<file path="src/design/mtcp_pkg.sv">
// Package with types, codes, constants and the count step for the timer/counter pair.
package mtcp_pkg;

    localparam int CFG_INDEX_W = 2;
    localparam int CFG_DATA_W  = 8;

    localparam logic [2:0] OP_TICK     = 3'd0;
    localparam logic [2:0] OP_EXT_CLK  = 3'd1;
    localparam logic [2:0] OP_T0_PULSE = 3'd2;
    localparam logic [2:0] OP_T1_PULSE = 3'd3;
    localparam logic [2:0] OP_T2_PULSE = 3'd4;
    localparam logic [2:0] OP_ENTRY    = 3'd5;
    localparam logic [2:0] OP_EXIT     = 3'd6;
    localparam logic [2:0] OP_WRITE    = 3'd7;

    localparam logic [1:0] REG_MODE     = 2'd0;
    localparam logic [1:0] REG_RUN      = 2'd1;
    localparam logic [1:0] REG_INT_EN   = 2'd2;
    localparam logic [1:0] REG_INT_PRIO = 2'd3;

    localparam logic [1:0] SEL_TL0 = 2'd0;
    localparam logic [1:0] SEL_TH0 = 2'd1;
    localparam logic [1:0] SEL_TL1 = 2'd2;
    localparam logic [1:0] SEL_TH1 = 2'd3;

    localparam logic [1:0] VEC_OTHER = 2'd3;

    localparam logic [1:0] MODE_13BIT  = 2'd0;
    localparam logic [1:0] MODE_16BIT  = 2'd1;
    localparam logic [1:0] MODE_RELOAD = 2'd2;
    localparam logic [1:0] MODE_SPLIT  = 2'd3;

    localparam int GATE_POS  = 3;
    localparam int CT_POS    = 2;
    localparam int IE_EA_POS = 7;

    localparam logic [4:0] LOW5_MAX = 5'd31;
    localparam logic [7:0] BYTE_MAX = 8'd255;

    typedef struct packed {
        logic [2:0] op;
        logic       ext_clk_enable;
        logic       gate0_level;
        logic       gate1_level;
        logic [1:0] nest_level;
        logic [1:0] entered_vector;
        logic       tf2_set;
        logic [1:0] reg_select;
        logic [7:0] write_data;
    } in_t;

    typedef struct packed {
        logic [7:0] low0;
        logic [7:0] high0;
        logic [7:0] low1;
        logic [7:0] high1;
        logic [2:0] overflow_flags;
        logic [2:0] irq_request;
        logic [2:0] irq_high;
    } out_t;

    typedef struct packed {
        logic [7:0] mode_bits;
        logic [1:0] run_bits;
        logic [7:0] int_enable;
        logic [7:0] int_priority;
    } cfg_t;

    typedef struct packed {
        logic [7:0] count0_low;
        logic [7:0] count0_high;
        logic [7:0] count1_low;
        logic [7:0] count1_high;
        logic [2:0] overflow_state;
        logic [2:0] clear_pending;
        logic       ext_clock_mode;
    } state_t;

    typedef struct packed {
        logic [7:0] lo;
        logic [7:0] hi;
        logic       ovf;
    } adv_t;

    // One count step of a timer in the given mode.
    function automatic adv_t advance(input logic [1:0] mode, input logic [7:0] lo,
                                     input logic [7:0] hi);
        adv_t r;
        r.lo  = lo;
        r.hi  = hi;
        r.ovf = 1'b0;
        case (mode)
            MODE_13BIT: begin
                if (lo[4:0] == LOW5_MAX) begin
                    r.ovf = (hi == BYTE_MAX);
                    r.hi  = hi + 8'd1;
                end
                r.lo = {lo[7:5], lo[4:0] + 5'd1};
            end
            MODE_16BIT: begin
                if (lo == BYTE_MAX) begin
                    r.ovf = (hi == BYTE_MAX);
                    r.hi  = hi + 8'd1;
                end
                r.lo = lo + 8'd1;
            end
            MODE_RELOAD: begin
                if (lo == BYTE_MAX) begin
                    r.lo  = hi;
                    r.ovf = 1'b1;
                end else begin
                    r.lo = lo + 8'd1;
                end
            end
            default: begin
                r.ovf = (lo == BYTE_MAX);
                r.lo  = lo + 8'd1;
            end
        endcase
        return r;
    endfunction

endpackage

</file>
<file path="src/design/mtcp_update.sv">
// Next-state and result logic for one transaction of the timer/counter pair.
module mtcp_update (
    input  mtcp_pkg::cfg_t   cfg,
    input  mtcp_pkg::state_t st,
    input  mtcp_pkg::in_t    item,
    output mtcp_pkg::state_t st_next,
    output mtcp_pkg::out_t   result
);

    logic [3:0]        m0;
    logic [3:0]        m1;
    logic              ev_tick;
    logic              ev_pin0;
    logic              ev_pin1;
    logic              split;
    logic              en0;
    logic              en1;
    logic              split_hi_en;
    mtcp_pkg::adv_t    adv0;
    mtcp_pkg::adv_t    adv1;
    mtcp_pkg::state_t  nxt;
    logic [2:0]        ovf;
    logic [2:0]        req;
    logic [2:0]        high;

    assign m0 = cfg.mode_bits[3:0];
    assign m1 = cfg.mode_bits[7:4];

    assign ev_tick = ((item.op == mtcp_pkg::OP_TICK) && !st.ext_clock_mode) ||
                     ((item.op == mtcp_pkg::OP_EXT_CLK) && item.ext_clk_enable);
    assign ev_pin0 = (item.op == mtcp_pkg::OP_T0_PULSE);
    assign ev_pin1 = (item.op == mtcp_pkg::OP_T1_PULSE);
    assign split   = (m0[1:0] == mtcp_pkg::MODE_SPLIT);

    assign en0 = cfg.run_bits[0] && (m0[mtcp_pkg::CT_POS] ? ev_pin0 : ev_tick) &&
                 (!m0[mtcp_pkg::GATE_POS] || item.gate0_level);
    assign en1 = cfg.run_bits[1] && !split && (m1[mtcp_pkg::CT_POS] ? ev_pin1 : ev_tick) &&
                 (!m1[mtcp_pkg::GATE_POS] || item.gate1_level) &&
                 (m1[1:0] != mtcp_pkg::MODE_SPLIT);
    assign split_hi_en = cfg.run_bits[1] && split && ev_tick;

    assign adv0 = mtcp_pkg::advance(m0[1:0], st.count0_low, st.count0_high);
    assign adv1 = mtcp_pkg::advance(m1[1:0], st.count1_low, st.count1_high);

    always_comb begin
        nxt  = st;
        ovf  = st.overflow_state | {item.tf2_set, 2'b00};
        req  = 3'b000;
        high = 3'b000;
        if (en0) begin
            nxt.count0_low  = adv0.lo;
            nxt.count0_high = adv0.hi;
            if (adv0.ovf) begin
                ovf[0] = 1'b1;
            end
        end
        if (en1) begin
            nxt.count1_low  = adv1.lo;
            nxt.count1_high = adv1.hi;
            if (adv1.ovf) begin
                ovf[1] = 1'b1;
            end
        end
        if (split_hi_en) begin
            if (nxt.count0_high == mtcp_pkg::BYTE_MAX) begin
                ovf[1] = 1'b1;
            end
            nxt.count0_high = nxt.count0_high + 8'd1;
        end
        unique case (item.op) inside
            mtcp_pkg::OP_TICK: begin
                if (cfg.int_enable[mtcp_pkg::IE_EA_POS]) begin
                    for (int i = 0; i < 3; i++) begin
                        if (ovf[i] && cfg.int_enable[2*i+1]) begin
                            if (cfg.int_priority[2*i+1]) begin
                                if (item.nest_level < 2'd2) begin
                                    req[i]  = 1'b1;
                                    high[i] = 1'b1;
                                end
                            end else if (item.nest_level == 2'd0) begin
                                req[i] = 1'b1;
                            end
                        end
                    end
                end
            end
            mtcp_pkg::OP_EXT_CLK: begin
                nxt.ext_clock_mode = item.ext_clk_enable;
            end
            mtcp_pkg::OP_T0_PULSE, mtcp_pkg::OP_T1_PULSE, mtcp_pkg::OP_T2_PULSE: begin
            end
            mtcp_pkg::OP_ENTRY: begin
                if (item.entered_vector != mtcp_pkg::VEC_OTHER) begin
                    nxt.clear_pending[item.entered_vector] = 1'b1;
                end
            end
            mtcp_pkg::OP_EXIT: begin
                ovf               = ovf & ~st.clear_pending;
                nxt.clear_pending = 3'b000;
            end
            default: begin
                case (item.reg_select)
                    mtcp_pkg::SEL_TL0: nxt.count0_low  = item.write_data;
                    mtcp_pkg::SEL_TH0: nxt.count0_high = item.write_data;
                    mtcp_pkg::SEL_TL1: nxt.count1_low  = item.write_data;
                    default:           nxt.count1_high = item.write_data;
                endcase
            end
        endcase
        nxt.overflow_state = ovf;
    end

    assign st_next = nxt;

    assign result.low0           = nxt.count0_low;
    assign result.high0          = nxt.count0_high;
    assign result.low1           = nxt.count1_low;
    assign result.high1          = nxt.count1_high;
    assign result.overflow_flags = nxt.overflow_state;
    assign result.irq_request    = req;
    assign result.irq_high       = high;

endmodule

</file>
<file path="src/design/mcu_timer_counter_pair_top.sv">
// Top level of the timer/counter pair with interrupt request logic.
// An accepted transaction is held in the input register, and its result is then registered in
// the result register that drives m_data.
// Throughput: one transaction per cycle while results are taken; the timer state register
// updates together with the result register, from the transaction in the input register.
// Input stalls only while both registers are full and the result is not taken.
// Reset is synchronous and active low; it clears counts, flags and configuration.
module mcu_timer_counter_pair_top (
    input  logic                                aclk,
    input  logic                                aresetn,
    input  logic                                s_valid,
    output logic                                s_ready,
    input  mtcp_pkg::in_t                       s_data,
    output logic                                m_valid,
    input  logic                                m_ready,
    output mtcp_pkg::out_t                      m_data,
    input  logic                                cfg_wen,
    input  logic [mtcp_pkg::CFG_INDEX_W-1:0]    cfg_index,
    input  logic [mtcp_pkg::CFG_DATA_W-1:0]     cfg_wdata
);

    mtcp_pkg::cfg_t    cfg_reg;
    mtcp_pkg::state_t  state_reg;
    mtcp_pkg::state_t  state_next;
    logic              in_valid_reg;
    mtcp_pkg::in_t     in_data_reg;
    logic              out_valid_reg;
    mtcp_pkg::out_t    out_data_reg;
    mtcp_pkg::out_t    out_data_next;
    logic              out_free;
    logic              advance;

    assign out_free = !out_valid_reg || m_ready;
    assign advance  = in_valid_reg && out_free;
    assign s_ready  = !in_valid_reg || out_free;
    assign m_valid  = out_valid_reg;
    assign m_data   = out_data_reg;

    mtcp_update u_update (
        .cfg     (cfg_reg),
        .st      (state_reg),
        .item    (in_data_reg),
        .st_next (state_next),
        .result  (out_data_next)
    );

    always_ff @(posedge aclk) begin
        if (!aresetn) begin
            cfg_reg <= '0;
        end else if (cfg_wen) begin
            unique case (cfg_index)
                mtcp_pkg::REG_MODE:     cfg_reg.mode_bits    <= cfg_wdata;
                mtcp_pkg::REG_RUN:      cfg_reg.run_bits     <= cfg_wdata[1:0];
                mtcp_pkg::REG_INT_EN:   cfg_reg.int_enable   <= cfg_wdata;
                mtcp_pkg::REG_INT_PRIO: cfg_reg.int_priority <= cfg_wdata;
                default: begin
                end
            endcase
        end
    end

    always_ff @(posedge aclk) begin
        if (!aresetn) begin
            state_reg     <= '0;
            in_valid_reg  <= 1'b0;
            out_valid_reg <= 1'b0;
        end else begin
            if (s_valid && s_ready) begin
                in_valid_reg <= 1'b1;
            end else if (advance) begin
                in_valid_reg <= 1'b0;
            end
            if (advance) begin
                state_reg     <= state_next;
                out_valid_reg <= 1'b1;
            end else if (m_ready) begin
                out_valid_reg <= 1'b0;
            end
        end
    end

    always_ff @(posedge aclk) begin
        if (s_valid && s_ready) begin
            in_data_reg <= s_data;
        end
        if (advance) begin
            out_data_reg <= out_data_next;
        end
    end

endmodule

</file>
<file path="config.mk">
export PLATFORM = sky130hd
export DESIGN_NAME = mcu_timer_counter_pair_top
export DESIGN_NICKNAME = d
export VERILOG_FILES = /design/src/design/mtcp_pkg.sv /design/src/design/mtcp_update.sv /design/src/design/mcu_timer_counter_pair_top.sv
export SDC_FILE = /design/constraint.sdc
export NUM_CORES = 1
export LEC_CHECK = 0
export BUFFER_PORTS_ARGS = -buffer_cell sky130_fd_sc_hd__buf_4
export CAP_MARGIN = 0
export CORE_UTILIZATION = 57
export CTS_CLUSTER_SIZE = 28
export DETAILED_ROUTE_END_ITERATION = 10
export PLACE_DENSITY = 0.83
export SYNTH_ARGS = -nofsm -noshare
export SYNTH_HDL_FRONTEND = slang
export SYNTH_SLANG_ARGS = --single-unit
</file>
<file path="constraint.sdc">
create_clock -name aclk -period 3.5 [get_ports aclk]
set_input_delay 0.35 -clock aclk [delete_from_list [all_inputs] [get_ports aclk]]
set_output_delay 0.35 -clock aclk [all_outputs]
set_load 0.005 [all_outputs]
</file>
==> impl_metrics.tcl, run 1 <==
set metrics [dict create \
    port_buffers 78 \
    r2r_cells 12 \
    via_per_inst 6.20 \
    start_util_pct 59.7 \
    avgRoutedWirePerCell_um 19.4 \
    largest_reg_flops 41 \
    core_um2 10500 \
    gp_congestion 0.925 \
    synth_common_cells "nor2_1, nand2_1, edfxtp_1, dfxtp_1, a21oi_1" \
    ir_drop_uv 433 \
    dp_hpwl_um 11400 \
    clkSlewWorstSetupHoldPaths_ns 0.06 \
    async_reset_ff_share_pct 0 \
    diodes 0 \
    r2r_start "state_reg[32]" \
    worstSetupPathType "flip-flop to flip-flop" \
    cpMostUsedCell "ha_1" \
    min_path_type "input pin to flip-flop" \
    totalNegativeSetupSlack_ns 0 \
    reg2reg_to "m_data[4]" \
    cts-root-buf "clkbuf_8" \
    fmax_mhz 326 \
    path_max_fanout 9 \
    synth_edf_count 62 \
    netlist.area_leader.share_pct 29.7 \
    synth-main-ff-cell "edfxtp_1" \
    relSlewSlack_pct 22.2 \
    cap_violations 0 \
    clock_sinks 120 \
    setup_viol 0 \
    grt_overflow 0 \
    ys_seq_elements 120 \
    drc 0 \
    rows 37 \
    avgSynthCellArea_um2 9.70 \
    finalNonFillerCells 890 \
    yosys_warnings 0 \
    grt_usage_pct 32.0 \
    die_area_um2 11400 \
    netlist_area_um2 6270 \
    finalWirelength_um 17300 \
    rsz0062_at_grt "false" \
    cts_setup_buffers 0 \
    hold_path_end "cfg_reg[20]" \
    end_kind "flip-flop" \
    vias 5517 \
    synth-seq-area-share_pct 48.2 \
    r2r_slack_ns 0.43 \
    cts_buffers 17 \
    maxSlewViolCount 0 \
    grt_pass1_vias 5354 \
    min_from "cfg_wdata[2]" \
    worst_ep_arrival_time_ns 3.46 \
    io_pins 79 \
    synthDistinctLibCells 82 \
    status "finished, final reports clean" \
    die_w_um 107 \
    netlist_instances 647 \
    synth.most_common_cell "nor2_1" \
    skew_ns 0.0127 \
    cts.repair.resized 0 \
    area_growth_pct 23.9 \
    hold_depth 3 \
    drive_above_1_share_pct 20.3 \
    n_fill_cell 719 \
    grt_pass1_wl_um 27400 \
    synth_top_cell_by_area "edfxtp_1" \
    crit_slowest_cell "dfxtp_1" \
    period_share_pct 87.6 \
    ant_nets 0 \
    critical_path_buf_inv_count 1 \
    cts_tree "yes" \
    die_h_um 107 \
    cts_hold_buf 22 \
    powerDensity_nw_per_um2 469 \
    hold_viol 0 \
    h-tree-depth 4 \
    dp_cells 836 \
    clkLatencyLatePin_ns 0.54 \
    crit_required_ns 3.90 \
    cp_top_family "compound AO/OA/AOI/OAI gates" \
    cp_cell_sequence "ha_1, nand4_4, a211oi_2, nand3_2, xor2_1, inv_1, ha_1, nand2_1, a311oi_2, a31o_1, nand3_1, a21oi_1" \
    syn-num-nets 689 \
    startpoint_type "flip-flop" \
    cts_buffer_depth 2 \
    dr.pass1.iters 5 \
    antenna_found_initial 0 \
    synth_area_leaders "edfxtp_1, dfxtp_1, nor2_1" \
    nets 783 \
    p_leak_nw 3.00 \
    grt_max_degree 52 \
    fin_crit_ns 3.07 \
    crit_path_max_incr_delay_ns 0.41 \
    tightestPinTransition_ns 1.17 \
    drt_iter0_drc 577 \
]
## worst register-to-register path: cells and delay by family (launching register included)
kind | cells | cell delay, ns
AO/OA/AOI/OAI | 4 | 1.07
XOR/XNOR | 1 | 0.23
adder cells (fa/ha/maj) | 2 | 0.47
buffers and inverters | 1 | 0.08
flip-flops | 1 | 0.41
AND/OR/NAND/NOR | 4 | 0.66
## layout make-up
cell class	count	area [µm²]	area share [%]
clock buffers	19	453	5.82
clock inverters	13	141	1.82
inverters	19	71.3	0.917
multi-input cells	474	3030	39.0
flip-flops and latches	120	3020	38.9
well taps	136	170	2.19
repair buffers	109	886	11.4
## routing by layer
metal | wire length (µm) | vias to the layer above | GRT usage (%)
met5 | 0 | - | 0
met3 | 1270 | 49 | 7.36
met2 | 8290 | 300 | 51.9
met4 | 656 | 0 | 16.8
li1 | - | 2568 | -
met1 | 7040 | 2600 | 39.8
## cell families after synthesis
family	share of synthesized area, %
and+or+nand+nor	21.5
AOI/OAI and AO/OA	17.9
DFF	48.2
buffers and inverters	3.51
muxes	4.93
xor gates and xnor gates	2.73
adders and majority gates	1.20
## how the worst max path moves through the flow
stage          slack, ns     startpoint         to  depth (start not counted)
6_report            0.43  state_reg[32]  m_data[4]                         12
5_1_grt             0.15  state_reg[31]  m_data[4]                         12
4_1_cts             0.49  state_reg[32]  m_data[4]                         12
3_5_place_dp        0.52  state_reg[31]  m_data[4]                         12
3_3_place_gp        0.61  state_reg[31]  m_data[4]                         12
2_1_floorplan       0.87  state_reg[31]  m_data[4]                         11
## per-stage QoR
| stage | worst slack, ns | util, % | hold WS (ns) | total power, W | cell area, µm² |
|---|---|---|---|---|---|
| 4_1_cts | 0.489 | 74.0 | 0.0156 | 0.00367 | 7780 |
| 6_report | 0.435 | 74.0 | 0.0485 | 0.00365 | 7780 |
| 2_1_floorplan | 0.873 | - | 0.436 | 0.00178 | 6270 |
| 3_3_place_gp | 0.606 | 66.2 | 0.447 | 0.00190 | 6960 |
| 3_5_place_dp | 0.523 | 66.2 | 0.457 | 0.00191 | 6960 |
| 5_1_grt | 0.151 | 74.0 | 0.0360 | 0.00374 | 7780 |
## placed cells by master (no fill, tap or decap), types with 3 or more instances in the layout
cell type,count
or3_1,5
o211a_1,5
and2_1,6
and3_1,9
o21ai_1,17
inv_1,18
nor3b_1,3
inv_6,3
xnor2_1,11
nand2b_1,7
nand4_1,13
edfxtp_1,62
a31oi_1,7
o211ai_1,4
o21ai_0,22
buf_4,86
o21ba_1,3
dfxtp_1,58
o31ai_1,6
xor2_1,6
a211oi_1,3
a31o_2,4
a21o_1,4
nand2_1,73
o22ai_1,3
dlygate4sd3_1,22
nand3b_1,5
clkinvlp_4,6
mux2i_1,23
nor2b_1,5
clkbuf_16,17
nor4_1,8
nand3_1,21
mux2_2,6
ha_1,6
nor2_1,84
a21oi_1,34
nor3_1,17
## where the power goes
| part | internal, W | switching [W] |
|---|---|---|
| Combinational | 0.000138 | 0.000155 |
| Sequential | 0.00155 | 0.0000674 |
| Clock | 0.00108 | 0.000665 |
| Total | 0.00276 | 0.000887 |
Power figures use the tool's default switching activity.
==> inputs of run 2 (changes only) <==
MAX_ROUTING_LAYER = met4   (was not set)
REMOVE_ABC_BUFFERS = 1   (was not set)
TNS_END_PERCENT = 20   (was not set)
==> impl_metrics.tcl, run 2 (synthesis results as in run 1) <==
set metrics [dict create \
    hold_path_end "in_valid_reg" \
    cts_tree "yes" \
    seqCellArea_um2 3020 \
    powerDensity_nw_per_um2 495 \
    crit_slowest_cell "dfxtp_1" \
    finalNonFillerCells 886 \
    hold_viol 0 \
    r2r_slack_ns 0.36 \
    start_util_pct 59.7 \
    startpoint_type "flip-flop" \
    diodes 0 \
    avgRoutedWirePerCell_um 20.8 \
    worstSetupPathType "flip-flop to flip-flop" \
    vias 5543 \
    ant_nets 0 \
    crit_path_max_incr_delay_ns 0.41 \
    grt_pass1_vias 5336 \
    core_um2 10500 \
    antenna_found_initial 0 \
    ir_drop_uv 500 \
    finish.utilization_pct 74.3 \
    end_kind "flip-flop" \
    drive_above_1_share_pct 19.9 \
    critical_path_buf_inv_count 1 \
    final_common_cell "nor2_1" \
    hold_depth 3 \
    rsz0062_at_grt "false" \
    maxSlewViolCount 0 \
    setup_viol 0 \
    clkSlewWorstSetupHoldPaths_ns 0.06 \
    cts.repair.resized 0 \
    fin_crit_ns 3.14 \
    r2r_cells 12 \
    mostFrequentLayoutCells "nor2_1, buf_4, nand2_1" \
    status "finished, final reports clean" \
    skew_ns 0.0103 \
    nets 779 \
    p_leak_nw 3.03 \
    cts_buffers 17 \
    dp_hpwl_um 12000 \
    finalWirelength_um 18400 \
    totalNegativeSetupSlack_ns 0 \
    cts-root-buf "clkbuf_8" \
    cts_buffer_depth 2 \
    h-tree-depth 4 \
    via_per_inst 6.26 \
    die_area_um2 11400 \
    multi_input_area_um2 3040 \
    worst_ep_arrival_time_ns 3.52 \
    cp_top_family "compound AO/OA/AOI/OAI gates" \
    grt_pass1_wl_um 28600 \
    rows 37 \
    stdcell_area_um2 7810 \
    die_h_um 107 \
    tightestPinTransition_ns 1.10 \
    relSlewSlack_pct 27.0 \
    r2r_start "state_reg[31]" \
    largest_reg_flops 41 \
    clock_sinks 120 \
    die_w_um 107 \
    period_share_pct 89.7 \
    min_path_type "input pin to flip-flop" \
    path_max_fanout 9 \
    n_fill_cell 675 \
    min_from "s_valid" \
    gp_congestion 0.898 \
    finalPower_w 0.00387 \
    cpMostUsedCell "ha_1" \
    clkLatencyLatePin_ns 0.54 \
    reg2reg_to "m_data[4]" \
    grt_usage_pct 34.5 \
    placed_area_um2 6940 \
    io_pins 79 \
    area_growth_pct 24.5 \
    drc 0 \
    drt_iter0_drc 383 \
    dr.pass1.iters 5 \
    port_buffers 78 \
    crit_required_ns 3.88 \
    grt_max_degree 54 \
    dp_cells 833 \
    cp_cell_sequence "ha_1, nand4_4, a211oi_2, nand3_2, xor2_1, inv_1, ha_1, nand2_1, a311oi_2, a31o_1, nand3_1, a21oi_1" \
    fmax_mhz 318 \
    cap_violations 0 \
    grt_overflow 0 \
]
## run 2: repair_timing
item | in CTS | in global routing
hold buffers | 21 | 0
endpoints found under the hold margin | 21 | 0
buffers inserted | 0 | 0
## run 2: worst max-delay path by stage
stage             startpoint      endpoint  depth (start not counted)  slack, ns
5_1_grt        state_reg[31]     m_data[4]                         12       0.11
3_3_place_gp   state_reg[31]     m_data[4]                         12       0.53
2_1_floorplan        m_valid  state_reg[0]                          6      -0.24
6_report       state_reg[31]     m_data[4]                         12       0.36
4_1_cts        state_reg[31]     m_data[4]                         11       0.39
3_5_place_dp   state_reg[31]     m_data[4]                         11       0.41
## run 2: per-layer routing
layer  global-route usage, %  routed length (µm)  up-vias
met1                    42.5                7720     2649
met5                       -                   0        -
met3                    6.38                1280       49
met2                    54.5                8840      289
met4                    17.5                 599        0
li1                        -                   -     2556
## run 2: cell type report
type	count	share of cell area, %
clock buffer	19	5.53
clock inverter	13	2.87
inverter	19	0.913
multi-input combinational	474	38.9
sequential	120	38.7
tap	136	2.18
timing repair buffer	105	10.9
## run 2: through the flow
step,setup slack [ns],hold WS [ns]
detailed placement,0.413,0.451
global route,0.108,0.0620
CTS,0.392,0.0307
finish,0.360,0.0444
global placement,0.527,0.445
floorplan,-0.237,0.436
## run 2: tightest hold or removal path: cells and delay by family
kind | cells | cell delay, ns
AO/OA/AOI/OAI | 1 | 0.03
buffers and inverters | 1 | 0.08
AND/OR/NAND/NOR | 1 | 0.07
## run 2: where the power goes
| part | leakage, nW | switching (W) | internal, W | total, W |
|---|---|---|---|---|
| clock network | 0.320 | 0.000642 | 0.00132 | 0.00196 |
| logic | 1.64 | 0.000160 | 0.000136 | 0.000296 |
| registers | 1.08 | 0.0000704 | 0.00155 | 0.00162 |
| total | 3.03 | 0.000873 | 0.00300 | 0.00387 |
==> inputs of run 3 (changes only) <==
MAX_ROUTING_LAYER = not set   (was met4)
==> impl_metrics.tcl, run 3 (synthesis results as in run 1) <==
set metrics [dict create \
    status "finished, final reports clean" \
    cts_buffer_depth 2 \
    port_buffers 78 \
    min_from "s_valid" \
    core_um2 10500 \
    critPathLaunch "state_reg[31]" \
    setup_viol 0 \
    rsz0062_at_grt "false" \
    totalNegativeSetupSlack_ns 0 \
    hold_depth 3 \
    maxSlewViolCount 0 \
    fin_crit_ns 3.18 \
    avgRoutedWirePerCell_um 19.8 \
    path_max_fanout 9 \
    finalNonFillerCells 886 \
    cp_cell_sequence "ha_1, nand4_4, a211oi_2, nand3_2, xor2_1, inv_1, ha_1, nand2_1, a311oi_2, a31o_1, nand3_1, a21oi_1" \
    gp_congestion 0.934 \
    cts_tree "yes" \
    crit_path_max_incr_delay_ns 0.42 \
    h-tree-depth 4 \
    fin_ws_ns 0.317 \
    dr.pass1.iters 5 \
    via_per_inst 6.19 \
    cts-root-buf "clkbuf_8" \
    skew_ns 0.0119 \
    crit_end "m_data[4]" \
    cts_hold_buf 21 \
    grt_pass1_wl_um 27300 \
    ir_drop_uv 532 \
    fmax_mhz 314 \
    ant_nets 0 \
    antenna_found_initial 0 \
    p_leak_nw 3.00 \
    crit_slowest_cell "dfxtp_1" \
    reg2reg_to "m_data[4]" \
    diodes 0 \
    nets 779 \
    finalWirelength_um 17500 \
    powerDensity_nw_per_um2 475 \
    cts.repair.resized 0 \
    io_pins 79 \
    rows 37 \
    relSlewSlack_pct 28.0 \
    cts_setup_buffers 0 \
    drc 0 \
    die_h_um 107 \
    r2r_cells 12 \
    dp_slack_ns 0.401 \
    clock_sinks 120 \
    area_growth_pct 23.4 \
    dp_hpwl_um 11500 \
    die_w_um 107 \
    period_share_pct 90.9 \
    worstSetupPathType "flip-flop to flip-flop" \
    drt_iter0_drc 444 \
    cts_buffers 17 \
    startpoint_type "flip-flop" \
    crit_required_ns 3.90 \
    tightestPinTransition_ns 1.08 \
    grt_max_degree 56 \
    drive_above_1_share_pct 20.1 \
    grt_overflow 0 \
    clkLatencyLatePin_ns 0.55 \
    grt_pass1_vias 5237 \
    min_path_type "input pin to flip-flop" \
    r2r_slack_ns 0.32 \
    r2r_start "state_reg[31]" \
    largest_reg_flops 41 \
    cap_violations 0 \
    vias 5488 \
    mostFrequentLayoutCells "nor2_1, buf_4, nand2_1" \
    worst_ep_arrival_time_ns 3.58 \
    start_util_pct 59.7 \
    end_kind "flip-flop" \
    grt_usage_pct 32.3 \
    die_area_um2 11400 \
    hold_viol 0 \
    dp_cells 833 \
    cpMostUsedCell "ha_1" \
    clkSlewWorstSetupHoldPaths_ns 0.06 \
]
[run 3: worst min path at each step]
stage | endpoint | slack (ns)
6_report | in_valid_reg | 0.04
3_5_place_dp | state_reg[6] | 0.45
5_1_grt | in_valid_reg | 0.05
2_1_floorplan | state_reg[4] | 0.44
4_1_cts | in_valid_reg | 0.03
3_3_place_gp | state_reg[6] | 0.45
[run 3: power by group]
part | switching (W) | leakage (nW) | internal, W
Clock | 0.000672 | 0.292 | 0.00111
Sequential | 0.0000671 | 1.08 | 0.00155
Combinational | 0.000155 | 1.63 | 0.000134
Total | 0.000894 | 3.00 | 0.00279
[run 3: cell type report]
type / instances / area [µm²]
Multi-Input combinational cell: 474 / 3040
Sequential cell: 120 / 3020
Fill cell: 722 / 2770
Timing Repair Buffer: 105 / 841
Clock buffer: 18 / 428
Clock inverter: 14 / 173
Tap cell: 136 / 170
Inverter: 19 / 71.3
[run 3: critical path: cells and delay by family, from the launching register on]
kind | cells | cell delay (ns)
buf+inv | 1 | 0.08
flops | 1 | 0.42
compound gates | 4 | 1.12
xor+xnor | 1 | 0.24
fa+ha+maj | 2 | 0.48
simple gates | 4 | 0.69
[run 3: metal layers]
layer / up-vias / GRT usage (%) / share of wire [%]
met2: 256 / 51.8 / 48
met5: - / 0 / 0
met4: 0 / 15.0 / 2.8
met1: 2627 / 41.0 / 42
met3: 41 / 7.90 / 7.4
li1: 2564 / - / -
[run 3: stage by stage]
stage | power (W) | util, % | hold slack (ns) | cell area [µm²]
after floorplan | 0.00177 | - | 0.436 | 6130
after global placement | 0.00189 | 66.0 | 0.446 | 6930
after detailed placement | 0.00190 | 66.0 | 0.451 | 6930
after CTS | 0.00367 | 73.7 | 0.0267 | 7740
after global routing | 0.00378 | 73.7 | 0.0524 | 7740
final | 0.00368 | 73.7 | 0.0391 | 7740
